==> src/design/bwms_pkg.sv <==
// Shared types, constants and helpers for the bucketed window mean block.
package bwms_pkg;

  localparam int SPAN_W      = 48;
  localparam int DT_W        = 32;
  localparam int MEAN_W      = 32;
  localparam int BC_W        = 5;
  localparam int FAC_W       = 24;
  localparam int START_W     = 32;
  localparam int SEED_W      = 36;
  localparam int BIN_TIME_W  = 48;
  localparam int BIN_STEPS_W = 32;
  localparam int FRAC_W      = 16;
  localparam int CFG_IDX_W   = 2;
  localparam int CFG_DATA_W  = 32;
  localparam int CNT_W       = 5;
  localparam int MUL_STEPS   = FAC_W;
  localparam int DIV_STEPS   = MEAN_W;

  typedef struct packed {
    logic [SPAN_W-1:0] bin_span;
    logic [DT_W-1:0]   step_dt;
  } in_word_t;

  typedef struct packed {
    logic [MEAN_W-1:0] mean_dt;
    logic              no_estimate;
  } out_word_t;

  typedef enum logic [CFG_IDX_W-1:0] {
    CFG_BIN_COUNT = 2'd0,
    CFG_DT_FACTOR = 2'd1,
    CFG_START_DT  = 2'd2
  } cfg_reg_t;

  typedef enum logic [2:0] {
    ST_IDLE,
    ST_ADD,
    ST_UPD,
    ST_CLR,
    ST_MUL,
    ST_DSET,
    ST_DIV,
    ST_EMIT
  } state_t;

  // 10 * v as 8v + 2v
  function automatic logic [SEED_W-1:0] ten_times(input logic [START_W-1:0] v);
    return {1'b0, v, 3'b000} + {3'b000, v, 1'b0};
  endfunction

endpackage

==> src/design/bucketed_window_mean_step_top.sv <==
// Bucketed sliding-window mean of step durations: bin store, running totals, serial mean unit.
// Sequence: an accepted word passes the add and update states, a bin clear when the current
//   bin closes, then the 24-step shift-add multiplier and the 32-step restoring divider before
//   out_valid rises; with no bins in use the result is loaded straight from the emit state.
// Throughput: a new word is taken only once the last result has been loaded; a finished result
//   waits in the output register while the next word is taken.
// Reset: rst_n synchronous, active low; registers return to bin_count 8, gain 1.0 and start
//   duration 1.0, and per-bin valid flags make the store read as freshly seeded at once.
module bucketed_window_mean_step_top #(
  parameter int MAX_BINS = 16
) (
  input  logic                                 clk,
  input  logic                                 rst_n,
  input  logic                                 in_valid,
  output logic                                 in_stall,
  input  bwms_pkg::in_word_t                   in_data,
  output logic                                 out_valid,
  input  logic                                 out_stall,
  output bwms_pkg::out_word_t                  out_data,
  input  logic                                 cfg_valid,
  output logic                                 cfg_ready,
  input  logic [bwms_pkg::CFG_IDX_W-1:0]       cfg_index,
  input  logic [bwms_pkg::CFG_DATA_W-1:0]      cfg_data
);

  localparam int IW  = (MAX_BINS > 1) ? $clog2(MAX_BINS) : 1;
  localparam int BW  = $clog2(MAX_BINS);
  localparam int NW  = ($clog2(MAX_BINS + 1) > bwms_pkg::BC_W) ?
                       $clog2(MAX_BINS + 1) : bwms_pkg::BC_W;
  localparam int TW  = bwms_pkg::BIN_TIME_W + BW;
  localparam int SW  = bwms_pkg::BIN_STEPS_W + BW;
  localparam int PW  = TW + bwms_pkg::FAC_W;
  localparam int QW  = PW - bwms_pkg::FRAC_W;
  localparam int HTW = bwms_pkg::BIN_TIME_W;
  localparam int HSW = bwms_pkg::BIN_STEPS_W;

  // configuration
  logic [bwms_pkg::BC_W-1:0]     bin_count_r, bin_count_nxt;
  logic [bwms_pkg::FAC_W-1:0]    dt_factor_r, dt_factor_nxt;
  logic [bwms_pkg::START_W-1:0]  start_dt_r, start_dt_nxt;

  bwms_pkg::state_t              state_r, state_nxt;

  logic [IW-1:0]                 cur_bin_r, cur_bin_nxt;
  logic [TW-1:0]                 total_time_r, total_time_nxt;
  logic [SW-1:0]                 total_steps_r, total_steps_nxt;
  logic [bwms_pkg::SPAN_W-1:0]   span_r, span_nxt;
  logic [bwms_pkg::DT_W-1:0]     dt_r, dt_nxt;
  logic [HTW-1:0]                new_time_r, new_time_nxt;
  logic [HSW-1:0]                new_steps_r, new_steps_nxt;
  logic [bwms_pkg::DT_W-1:0]     delta_r, delta_nxt;
  logic                          inc_r, inc_nxt;
  logic [MAX_BINS-1:0]           vld_r, vld_nxt;

  // bin store
  logic [HTW-1:0]                bin_time_mem  [MAX_BINS];
  logic [HSW-1:0]                bin_steps_mem [MAX_BINS];
  logic [HTW-1:0]                rd_time_r;
  logic [HSW-1:0]                rd_steps_r;
  logic                          rd_vld_r;
  logic [IW-1:0]                 rd_bin_r;
  logic [IW-1:0]                 rd_addr;
  logic                          mem_we;
  logic [IW-1:0]                 mem_wa;
  logic [HTW-1:0]                mem_wtime;
  logic [HSW-1:0]                mem_wsteps;

  // serial mean unit
  logic [PW-1:0]                 prod_r, prod_nxt;
  logic [bwms_pkg::FAC_W-1:0]    mplr_r, mplr_nxt;
  logic [bwms_pkg::CNT_W-1:0]    cnt_r, cnt_nxt;
  logic [SW-1:0]                 rem_r, rem_nxt;
  logic [bwms_pkg::MEAN_W-1:0]   dvd_r, dvd_nxt;
  logic [bwms_pkg::MEAN_W-1:0]   quo_r, quo_nxt;
  logic                          sat_r, sat_nxt;

  logic                          out_valid_r, out_valid_nxt;
  bwms_pkg::out_word_t           out_data_r, out_data_nxt;

  // combinational helpers
  logic                          in_acc;
  logic                          cfg_we;
  logic                          out_free;
  logic                          load_out;
  logic                          span_hit;
  logic                          mul_last;
  logic                          div_last;
  logic [bwms_pkg::SEED_W-1:0]   seed;
  logic [NW-1:0]                 bins_used;
  logic [NW-1:0]                 cur_plus;
  logic [IW-1:0]                 nxt_bin;
  logic [HTW-1:0]                eff_time;
  logic [HSW-1:0]                eff_steps;
  logic [HTW:0]                  add_sum;
  logic [HTW-1:0]                sat_time;
  logic                          step_inc;
  logic [HTW-1:0]                clr_time;
  logic [HSW-1:0]                clr_steps;
  logic [TW:0]                   mul_sum;
  logic [QW-1:0]                 quot_src;
  logic [SW:0]                   trial;
  logic                          trial_ge;
  logic                          no_est;
  bwms_pkg::out_word_t           result;

  assign in_acc    = in_valid && !in_stall;
  assign cfg_we    = cfg_valid && cfg_ready;
  assign out_free  = !out_valid_r || !out_stall;
  assign mul_last  = (cnt_r == bwms_pkg::CNT_W'(bwms_pkg::MUL_STEPS - 1));
  assign div_last  = (cnt_r == bwms_pkg::CNT_W'(bwms_pkg::DIV_STEPS - 1));
  assign seed      = bwms_pkg::ten_times(start_dt_r);
  assign bins_used = (NW'(bin_count_r) > NW'(MAX_BINS)) ? NW'(MAX_BINS) : NW'(bin_count_r);
  assign cur_plus  = NW'(cur_bin_r) + NW'(1);
  assign nxt_bin   = (cur_plus >= bins_used) ? '0 : cur_plus[IW-1:0];
  assign span_hit  = (new_time_r > span_r);

  // a bin never written reads as its seeded value
  always_comb begin
    if (rd_vld_r) begin
      eff_time  = rd_time_r;
      eff_steps = rd_steps_r;
    end else if (rd_bin_r == '0) begin
      eff_time  = HTW'(seed);
      eff_steps = HSW'(1);
    end else begin
      eff_time  = '0;
      eff_steps = '0;
    end
  end

  assign add_sum   = {1'b0, eff_time} + (HTW + 1)'(dt_r);
  assign sat_time  = add_sum[HTW] ? '1 : add_sum[HTW-1:0];
  assign step_inc  = (eff_steps != '1);

  // with a single bin the bin to clear is the one just written
  assign clr_time  = (nxt_bin == cur_bin_r) ? new_time_r  : eff_time;
  assign clr_steps = (nxt_bin == cur_bin_r) ? new_steps_r : eff_steps;

  assign mul_sum   = {1'b0, prod_r[PW-1:bwms_pkg::FAC_W]} +
                     (mplr_r[0] ? {1'b0, total_time_r} : '0);
  assign quot_src  = prod_r[PW-1:bwms_pkg::FRAC_W];
  assign trial     = {rem_r, dvd_r[bwms_pkg::MEAN_W-1]};
  assign trial_ge  = (trial >= {1'b0, total_steps_r});

  assign no_est = (bins_used == '0) || (dt_factor_r == '0);
  always_comb begin
    result.no_estimate = no_est;
    result.mean_dt     = (no_est || (total_steps_r == '0) || sat_r) ? '1 : quo_r;
  end

  // next state
  always_comb begin
    state_nxt = state_r;
    unique case (state_r)
      bwms_pkg::ST_IDLE: begin
        if (in_acc) begin
          state_nxt = (bins_used == '0) ? bwms_pkg::ST_EMIT : bwms_pkg::ST_ADD;
        end
      end
      bwms_pkg::ST_ADD:  state_nxt = bwms_pkg::ST_UPD;
      bwms_pkg::ST_UPD:  state_nxt = span_hit ? bwms_pkg::ST_CLR : bwms_pkg::ST_MUL;
      bwms_pkg::ST_CLR:  state_nxt = bwms_pkg::ST_MUL;
      bwms_pkg::ST_MUL: begin
        if (mul_last) begin
          state_nxt = bwms_pkg::ST_DSET;
        end
      end
      bwms_pkg::ST_DSET: state_nxt = bwms_pkg::ST_DIV;
      bwms_pkg::ST_DIV: begin
        if (div_last) begin
          state_nxt = bwms_pkg::ST_EMIT;
        end
      end
      bwms_pkg::ST_EMIT: begin
        if (out_free) begin
          state_nxt = bwms_pkg::ST_IDLE;
        end
      end
      default: state_nxt = bwms_pkg::ST_IDLE;
    endcase
  end

  // state outputs: handshake and store port control
  always_comb begin
    in_stall   = 1'b1;
    cfg_ready  = 1'b0;
    load_out   = 1'b0;
    rd_addr    = cur_bin_r;
    mem_we     = 1'b0;
    mem_wa     = cur_bin_r;
    mem_wtime  = new_time_r;
    mem_wsteps = new_steps_r;
    unique case (state_r)
      bwms_pkg::ST_IDLE: begin
        // hold the input while a register write is offered
        in_stall  = cfg_valid;
        cfg_ready = 1'b1;
      end
      bwms_pkg::ST_UPD: begin
        mem_we  = 1'b1;
        rd_addr = nxt_bin;
      end
      bwms_pkg::ST_CLR: begin
        mem_we     = 1'b1;
        mem_wa     = nxt_bin;
        mem_wtime  = '0;
        mem_wsteps = '0;
      end
      bwms_pkg::ST_EMIT: load_out = out_free;
      default: ;
    endcase
  end

  // datapath
  always_comb begin
    bin_count_nxt   = bin_count_r;
    dt_factor_nxt   = dt_factor_r;
    start_dt_nxt    = start_dt_r;
    cur_bin_nxt     = cur_bin_r;
    total_time_nxt  = total_time_r;
    total_steps_nxt = total_steps_r;
    span_nxt        = span_r;
    dt_nxt          = dt_r;
    new_time_nxt    = new_time_r;
    new_steps_nxt   = new_steps_r;
    delta_nxt       = delta_r;
    inc_nxt         = inc_r;
    vld_nxt         = vld_r;
    prod_nxt        = prod_r;
    mplr_nxt        = mplr_r;
    cnt_nxt         = cnt_r;
    rem_nxt         = rem_r;
    dvd_nxt         = dvd_r;
    quo_nxt         = quo_r;
    sat_nxt         = sat_r;

    if (mem_we) begin
      vld_nxt[mem_wa] = 1'b1;
    end

    case (state_r)
      bwms_pkg::ST_IDLE: begin
        if (in_acc) begin
          span_nxt = in_data.bin_span;
          dt_nxt   = in_data.step_dt;
        end
      end
      bwms_pkg::ST_ADD: begin
        new_time_nxt  = sat_time;
        new_steps_nxt = eff_steps + HSW'(step_inc);
        delta_nxt     = bwms_pkg::DT_W'(sat_time - eff_time);
        inc_nxt       = step_inc;
      end
      bwms_pkg::ST_UPD: begin
        total_time_nxt  = total_time_r + TW'(delta_r);
        total_steps_nxt = total_steps_r + SW'(inc_r);
        prod_nxt        = '0;
        mplr_nxt        = dt_factor_r;
        cnt_nxt         = '0;
      end
      bwms_pkg::ST_CLR: begin
        total_time_nxt  = total_time_r - TW'(clr_time);
        total_steps_nxt = total_steps_r - SW'(clr_steps);
        cur_bin_nxt     = nxt_bin;
      end
      bwms_pkg::ST_MUL: begin
        prod_nxt = {mul_sum, prod_r[bwms_pkg::FAC_W-1:1]};
        mplr_nxt = mplr_r >> 1;
        cnt_nxt  = cnt_r + bwms_pkg::CNT_W'(1);
      end
      bwms_pkg::ST_DSET: begin
        // a quotient of 2^32 or more saturates
        sat_nxt = (SW'(quot_src[QW-1:bwms_pkg::MEAN_W]) >= total_steps_r);
        rem_nxt = SW'(quot_src[QW-1:bwms_pkg::MEAN_W]);
        dvd_nxt = quot_src[bwms_pkg::MEAN_W-1:0];
        quo_nxt = '0;
        cnt_nxt = '0;
      end
      bwms_pkg::ST_DIV: begin
        rem_nxt = trial_ge ? SW'(trial - {1'b0, total_steps_r}) : trial[SW-1:0];
        dvd_nxt = dvd_r << 1;
        quo_nxt = {quo_r[bwms_pkg::MEAN_W-2:0], trial_ge};
        cnt_nxt = cnt_r + bwms_pkg::CNT_W'(1);
      end
      default: ;
    endcase

    // the multiplier starts from zero after a bin clear too
    if (state_r == bwms_pkg::ST_CLR) begin
      prod_nxt = '0;
      mplr_nxt = dt_factor_r;
      cnt_nxt  = '0;
    end

    if (cfg_we) begin
      unique case (cfg_index)
        bwms_pkg::CFG_BIN_COUNT,
        bwms_pkg::CFG_DT_FACTOR,
        bwms_pkg::CFG_START_DT: begin
          if (cfg_index == bwms_pkg::CFG_BIN_COUNT) begin
            bin_count_nxt = cfg_data[bwms_pkg::BC_W-1:0];
          end
          if (cfg_index == bwms_pkg::CFG_DT_FACTOR) begin
            dt_factor_nxt = cfg_data[bwms_pkg::FAC_W-1:0];
          end
          if (cfg_index == bwms_pkg::CFG_START_DT) begin
            start_dt_nxt = cfg_data[bwms_pkg::START_W-1:0];
          end
          // reseed the store
          vld_nxt         = '0;
          cur_bin_nxt     = '0;
          total_time_nxt  = TW'(bwms_pkg::ten_times(start_dt_nxt));
          total_steps_nxt = SW'(1);
        end
        default: ;
      endcase
    end
  end

  always_comb begin
    out_valid_nxt = out_valid_r && out_stall;
    out_data_nxt  = out_data_r;
    if (load_out) begin
      out_valid_nxt = 1'b1;
      out_data_nxt  = result;
    end
  end

  always_ff @(posedge clk) begin
    if (!rst_n) begin
      bin_count_r   <= bwms_pkg::BC_W'(8);
      dt_factor_r   <= bwms_pkg::FAC_W'(65536);
      start_dt_r    <= bwms_pkg::START_W'(65536);
      state_r       <= bwms_pkg::ST_IDLE;
      cur_bin_r     <= '0;
      total_time_r  <= TW'(bwms_pkg::ten_times(bwms_pkg::START_W'(65536)));
      total_steps_r <= SW'(1);
      vld_r         <= '0;
      out_valid_r   <= 1'b0;
    end else begin
      bin_count_r   <= bin_count_nxt;
      dt_factor_r   <= dt_factor_nxt;
      start_dt_r    <= start_dt_nxt;
      state_r       <= state_nxt;
      cur_bin_r     <= cur_bin_nxt;
      total_time_r  <= total_time_nxt;
      total_steps_r <= total_steps_nxt;
      vld_r         <= vld_nxt;
      out_valid_r   <= out_valid_nxt;
    end
  end

  always_ff @(posedge clk) begin
    span_r      <= span_nxt;
    dt_r        <= dt_nxt;
    new_time_r  <= new_time_nxt;
    new_steps_r <= new_steps_nxt;
    delta_r     <= delta_nxt;
    inc_r       <= inc_nxt;
    prod_r      <= prod_nxt;
    mplr_r      <= mplr_nxt;
    cnt_r       <= cnt_nxt;
    rem_r       <= rem_nxt;
    dvd_r       <= dvd_nxt;
    quo_r       <= quo_nxt;
    sat_r       <= sat_nxt;
    out_data_r  <= out_data_nxt;
  end

  // bin store: one write and one registered read a cycle
  always_ff @(posedge clk) begin
    if (mem_we) begin
      bin_time_mem[mem_wa]  <= mem_wtime;
      bin_steps_mem[mem_wa] <= mem_wsteps;
    end
    rd_time_r  <= bin_time_mem[rd_addr];
    rd_steps_r <= bin_steps_mem[rd_addr];
    rd_vld_r   <= vld_r[rd_addr];
    rd_bin_r   <= rd_addr;
  end

  assign out_valid = out_valid_r;
  assign out_data  = out_data_r;

  a_cfg_reseed: assert property (@(posedge clk) disable iff (!rst_n)
    (cfg_valid && cfg_ready && (cfg_index == bwms_pkg::CFG_BIN_COUNT ||
      cfg_index == bwms_pkg::CFG_DT_FACTOR || cfg_index == bwms_pkg::CFG_START_DT))
    |=> (total_steps_r == SW'(1)) && (cur_bin_r == '0) && (vld_r == '0))
    else $error("store not reseeded after a register write");

  a_cur_in_range: assert property (@(posedge clk) disable iff (!rst_n)
    (bins_used != '0) |-> (NW'(cur_bin_r) < bins_used))
    else $error("current bin outside the bins in use");

  a_out_from_emit: assert property (@(posedge clk) disable iff (!rst_n)
    $rose(out_valid_r) |-> $past(state_r == bwms_pkg::ST_EMIT))
    else $error("result word loaded outside the emit state");

  a_store_quiet: assert property (@(posedge clk) disable iff (!rst_n)
    (state_r == bwms_pkg::ST_MUL || state_r == bwms_pkg::ST_DIV) |-> !mem_we)
    else $error("bin store written while the mean is being formed");

endmodule
==> config.mk <==
export PLATFORM = sky130hd
export DESIGN_NAME = bucketed_window_mean_step_top
export DESIGN_NICKNAME = d
export VERILOG_FILES = /design/src/design/bwms_pkg.sv /design/src/design/bucketed_window_mean_step_top.sv
export SDC_FILE = /design/constraint.sdc
export NUM_CORES = 2
export LEC_CHECK = 0
export BUFFER_PORTS_ARGS = -buffer_cell sky130_fd_sc_hd__buf_2
export CORE_MARGIN = 3
export CORE_UTILIZATION = 60
export DETAILED_ROUTE_END_ITERATION = 16
export GPL_TIMING_DRIVEN = 0
export PLACE_DENSITY = 0.79
export SLEW_MARGIN = 20
export SYNTH_ARGS = -nofsm -noshare
export SYNTH_HDL_FRONTEND = slang
export SYNTH_SLANG_ARGS = --single-unit
==> constraint.sdc <==
create_clock -name clk -period 14.2 [get_ports clk]
set_input_delay 2.84 -clock clk [delete_from_list [all_inputs] [get_ports clk]]
set_output_delay 2.84 -clock clk [all_outputs]
set_load 0.01 [all_outputs]
After elaboration in Yosys (flattened, before gate mapping)
Memory sizes are Yosys's and may differ from the RTL's. A register that Yosys moved wholly into a read port is not among the register bits.
Cells that the tools add are included.
{ "classes": {"n_reduce_logical": 30, "bitwise": 1, "addsub": 13, "n_eq_ne": 17, "n_mux": 54, "magnitude_cmp": 8} }
{ "ops": {"columns": ["operator", "count"], "rows": [
  ["$mux 32", 6],
  ["$mux 48", 4],
  ["$mux 52", 3],
  ["$pmux 76 s2", 1],
  ["$mux 36", 4],
  ["$pmux 36 s2", 2],
  ["$pmux 32 s2", 2],
  ["$pmux 52 s2", 1],
  ["$add 35x33->36", 2],
  ["$add 52x52->53", 1],
  ["$add 52x32->52", 1],
  ["$sub 52x48->52", 1],
  ["$add 48x32->49", 1],
  ["$gt 48x48->1", 1],
  ["$mux 16", 3],
  ["$pmux 24 s2", 1],
  ["$ge 37x36->1", 1],
  ["$add 36x1->36", 1],
  ["$ge 28x36->1", 1],
  ["$logic_not 36->1", 1],
  ["$sub 36x32->36", 1],
  ["$sub 36x36->36", 1],
  ["$add 32x1->32", 1],
  ["$ne 32x32->1 const B", 1],
  ["other kinds (40)", 81]
]} }
{ "totals": {"mem_count": 2, "mem_bits_rw": 1280, "wordCells": 151, "out_inout_bits": 36, "ff_bits": 610, "input_bits": 119} }
{ "mem_list": {"columns": ["name", "words", "word_bits", "rd", "rd_clocked_by_memory_dff", "write_ports", "line_no", "rtl"], "rows": [
  ["bin_time_mem", 16, 48, 1, 1, 1, "bucketed_window_mean_step_top.sv:56", "logic [HTW-1:0] bin_time_mem [MAX_BINS];"],
  ["bin_steps_mem", 16, 32, 1, 1, 1, "bucketed_window_mean_step_top.sv:57", "logic [HSW-1:0] bin_steps_mem [MAX_BINS];"]
]} }

Depth between registers and ports, before layout
{ "logic_depth": {"depth_word": 13, "mapped_depth": 38, "depth_no_buf": 37} }

Least setup slack after synthesis
OpenSTA, ideal clock, no wires.
{ "synth_timing": {"path_type": "register to register", "from": "reg state_r[1]", "to": "reg delta_r[0] in the netlist's numbering, enable pin", "slack_ns": 4.993, "required_ns": 13.477, "path_buffers": 3, "synth_period_minus_slack_ns": 9.207, "setup_time_ns": 0.723, "arrival_time_ns": 8.484, "path_stages_with_launch": 5, "cell_sequence": "dfxtp_1 -> clkbuf_1 -> clkbuf_1 -> clkbuf_1 -> nor3_1"} }
{ "synth_via": {"elab_chain_len": 1} }
{ "synth_rtl": {"columns": ["item", "line_no", "rtl"], "rows": [
  ["start: declaration", "bucketed_window_mean_step_top.sv:42", "bwms_pkg::state_t state_r, state_nxt;"],
  ["start signal: assignment", "bucketed_window_mean_step_top.sv:334", "state_r <= bwms_pkg::ST_IDLE;"],
  ["start signal: assignment", "bucketed_window_mean_step_top.sv:344", "state_r <= state_nxt;"],
  ["$eq 3x1->1", "bucketed_window_mean_step_top.sv:241", "case (state_r)"],
  ["end signal: assignment", "bucketed_window_mean_step_top.sv:358", "delta_r <= delta_nxt;"],
  ["end: declaration", "bucketed_window_mean_step_top.sv:51", "logic [bwms_pkg::DT_W-1:0] delta_r, delta_nxt;"]
]} }
Every way passes these cells.
A chain may end at the register's enable or synchronous reset.

Worst setup path in the final report
{ "layout_timing": {"from": "reg rd_vld_r", "to": "reg delta_r[30] in the netlist's numbering (data pin)"} }
{ "layout_via": {"elab_chain_len": 4} }
{ "layout_rtl": {"columns": ["item", "line_no", "rtl"], "rows": [
  ["start: declaration", "bucketed_window_mean_step_top.sv:60", "logic rd_vld_r;"],
  ["start signal: assignment", "bucketed_window_mean_step_top.sv:378", "rd_vld_r <= vld_r[rd_addr];"],
  ["$mux 48", "bucketed_window_mean_step_top.sv:119", "if (rd_vld_r) begin"],
  ["$add 48x32->49", "bucketed_window_mean_step_top.sv:131", "assign add_sum = {1'b0, eff_time} + (HTW + 1)'(dt_r);"],
  ["$mux 48", "bucketed_window_mean_step_top.sv:132", "assign sat_time = add_sum[HTW] ? '1 : add_sum[HTW-1:0];"],
  ["net sat_time[1]", "bucketed_window_mean_step_top.sv:95", "logic [HTW-1:0] sat_time;"],
  ["$sub 32x32->32", "bucketed_window_mean_step_top.sv:251", "delta_nxt = bwms_pkg::DT_W'(sat_time - eff_time);"]
]} }
The timed path passes the listed nets, and every way through them passes these cells.

==> impl_metrics.json <==
{
  "status": "finished, final reports clean",
  "async_flop_share_pct": 0,
  "ys_seq_area_share_pct": 58.8,
  "synth_top_area_share_pct": 51.9,
  "grt_overflow": 0,
  "cp-startpoint": "rd_vld_r$_DFF_P_",
  "crit_buf_inv": 6,
  "path_max_fanout": 10,
  "clk_pin_slew_ns": 0.06,
  "die_y_um": 402,
  "synth_area_mm2": 0.0943,
  "fin_worst_skew_ns": 0.105,
  "finalNetCount": 9844,
  "slowest_stage": "buf_1",
  "setup_viol": 0,
  "area_delta_synth_final_pct": 12.4,
  "crit_family": "compound AO/OA/AOI/OAI gates",
  "core_mm2": 0.155,
  "rsz0062_at_grt": "no",
  "final_core_util_pct": 68.3,
  "fill_cells": 11000,
  "r2r_start": "rd_vld_r$_DFF_P_",
  "postRouteAntennaNets": 0,
  "clk_latency_ns": 0.91,
  "crit_path_end": "delta_r[30]$_DFFE_PP_",
  "drt_iter0_markers": 9532,
  "die_x_um": 402,
  "routed_wl_um": 293000,
  "yosys_warnings": 0,
  "dp_hpwl_um": 217000,
  "total_power_uw": 19700,
  "hold_violations": 0,
  "yosysMostFrequentCell": "nand2_1",
  "place_congestion": 1.00,
  "synth_commonest_cells": "nand2_1 (2005), edfxtp_1 (1631), nand3_1 (805), a21oi_1 (477), clkbuf_1 (435)",
  "path_class": "reg -> reg",
  "dr_total_vias": 73800,
  "synthCells": 8909,
  "yosysTopAreaCell": "edfxtp_1",
  "post_cts_resized": 0,
  "start_util_pct": 60.8,
  "rrSetupSlack_ns": 3.41,
  "powerDensity_mw_per_mm2": 186,
  "root_buffer": "clkbuf_16",
  "num_io_pins": 155,
  "rows": 144,
  "grt_max_degree": 58,
  "worstReg2RegEnd": "delta_r[30]$_DFFE_PP_",
  "drive_above_1_share_pct": 6.71,
  "postSynthNetCount": 9419,
  "fmax_mhz": 92.7,
  "cts_max_path_buffers": 3,
  "fin_tns_setup_ns": 0,
  "critPathLaunchType": "register",
  "period_minus_slack_ns": 10.79,
  "track_usage_pct": 35.3,
  "holdBufCountCts": 0,
  "first_pass_iters": 6,
  "drt-vias-per-instance": 6.39,
  "synth-main-ff-cell": "edfxtp_1",
  "fin_crit_sh_pct": 76.0,
  "worstHoldStart": "prod_r[16]$_SDFFE_PP0P_",
  "path_depth": 31,
  "ys_seq_elements": 1954,
  "grt_pass1_wl_um": 434000,
  "clock_sinks": 1954,
  "worst_slew_pin_slew_ns": 1.34,
  "max_cap_violations": 0,
  "crit_top_cell": "a21oi_1",
  "leakagePower_uw": 0.0399,
  "hold-worst-slack_ns": 0.453,
  "die_area_mm2": 0.162,
  "yosysUniqueCellTypes": 85,
  "grt_pass1_vias": 71500,
  "ir_drop_v": 0.000151,
  "drv_slew": 0,
  "required_ns": 14.77,
  "worstPathArrival_ns": 11.35,
  "routedWlPerCell_um": 25.4,
  "cts_setup_buffers": 0,
  "io_buffers": 154,
  "antenna_found_initial": 22,
  "end_kind": "register",
  "holdCritPathClass": "reg -> reg",
  "worst_slew_margin_rel_pct": 10.4,
  "cpPeakStageDelay_ns": 0.94,
  "synth_edf_count": 1631,
  "cts.htree.levels": 4,
  "synth.area.top_cells": "edfxtp_1 (52%), nand2_1 (8.0%), dfxtp_1 (6.9%)",
  "reg2reg_depth": 31,
  "cts_tree": "built",
  "drc": 0,
  "cts_made_buffers": 194,
  "postSynthAreaPerCell_um2": 10.6
}
## per-layer routing
| layer | global-route usage (%) | vias to the layer above | share of wire, % |
|---|---|---|---|
| li1 | - | 33100 | - |
| met1 | 46.0 | 35400 | 37 |
| met2 | 57.3 | 4519 | 47 |
| met3 | 7.61 | 807 | 12 |
| met4 | 15.6 | 4 | 4.9 |
| met5 | 0 | - | 0.0096 |
## how the worst min path moves through the flow
| stage | end | slack (ns) | cells after the start |
|---|---|---|---|
| after floorplan | prod_r[16]$_SDFFE_PP0P_ | 0.43 | 2 |
| after global placement | prod_r[16]$_SDFFE_PP0P_ | 0.44 | 2 |
| after detailed placement | prod_r[16]$_SDFFE_PP0P_ | 0.45 | 2 |
| after CTS | prod_r[16]$_SDFFE_PP0P_ | 0.46 | 2 |
| after global routing | prod_r[20]$_SDFFE_PP0P_ | 0.47 | 2 |
| final | prod_r[16]$_SDFFE_PP0P_ | 0.45 | 2 |
## metrics by stage
stage,worst slack (ns),instance area (µm²),instances
after detailed placement,3.81,99400,11200
after global routing,3.26,106000,11500
final,3.41,106000,11600
after global placement,0.677,97600,11100
after CTS,3.74,106000,11500
after floorplan,4.99,94300,8909
## cell usage in the layout, fill, tap and decap left out, drive strengths merged, types with 14 or more instances in the layout
master,synthesis,final
inv,222,228
o211ai,33,33
dfxtp,323,323
o21bai,33,33
mux2,31,31
edfxtp,1631,1631
ha,383,383
nand3,806,806
a21oi,479,479
or2,16,16
a22oi,21,21
buf,43,272
or3,21,21
and3,154,154
o31ai,14,14
nor3,67,67
nor2,345,345
xor2,140,140
mux2i,46,46
nor2b,65,65
clkinv,0,77
bufinv,0,16
nand4,53,53
xnor2,173,173
and2,157,157
a211oi,77,77
a31oi,118,118
clkbuf,435,694
nor4,31,31
o21a,53,53
nand2b,97,97
o21ai,307,307
a21o,172,172
nand2,2005,2005
a311oi,170,170
## kinds of logic (layout without fill, tap and decap cells)
kind of cell	after synthesis	count (layout)	share of synthesized area, %
adder cells (fa/ha/maj)	391	391	5.25
AND/OR/NAND/NOR	3861	3861	18.4
flip-flops	1954	1954	58.8
other	0	6	0
buffers and inverters	700	1295	2.79
multiplexers	77	77	0.859
AO/OA/AOI/OAI	1613	1613	11.0
XOR/XNOR	313	313	2.91
## flip-flops by register name, indices dropped and copies added, names as in the netlist, 33 cells and up
signal	cells
bin_time_mem	768
bin_steps_mem	512
prod_r	60
total_time_r	52
new_time_r	48
rd_time_r	48
span_r	48
rem_r	36
total_steps_r	36
out_data	33
## report_power, final
| group | internal (µW) | switching (µW) |
|---|---|---|
| registers | 7170 | 538 |
| logic | 2160 | 4540 |
| clock network | 2950 | 2330 |
| total | 12300 | 7400 |
## worst reg2reg max path: cells and delay by family (launching register included)
family	cells	cell delay, ns
XOR/XNOR	1	0.08
flip-flops	1	0.31
AO/OA/AOI/OAI	19	4.87
adder cells (fa/ha/maj)	2	0.75
AND/OR/NAND/NOR	3	1.07
buffers and inverters	6	3.42
## layout make-up
| type | instances | area, µm² | area share, % |
|---|---|---|---|
| inverters | 222 | 833 | 0.786 |
| clock inverters | 107 | 1280 | 1.21 |
| repair buffers | 229 | 2340 | 2.21 |
| plain buffers | 478 | 1820 | 1.71 |
| multi-input cells | 6255 | 36400 | 34.3 |
| well taps | 2044 | 2560 | 2.41 |
| diodes | 6 | 15.0 | 0.0142 |
| clock buffers | 259 | 5300 | 5.00 |
| flip-flops and latches | 1954 | 55400 | 52.3 |
(Power assumes the default switching activity.)
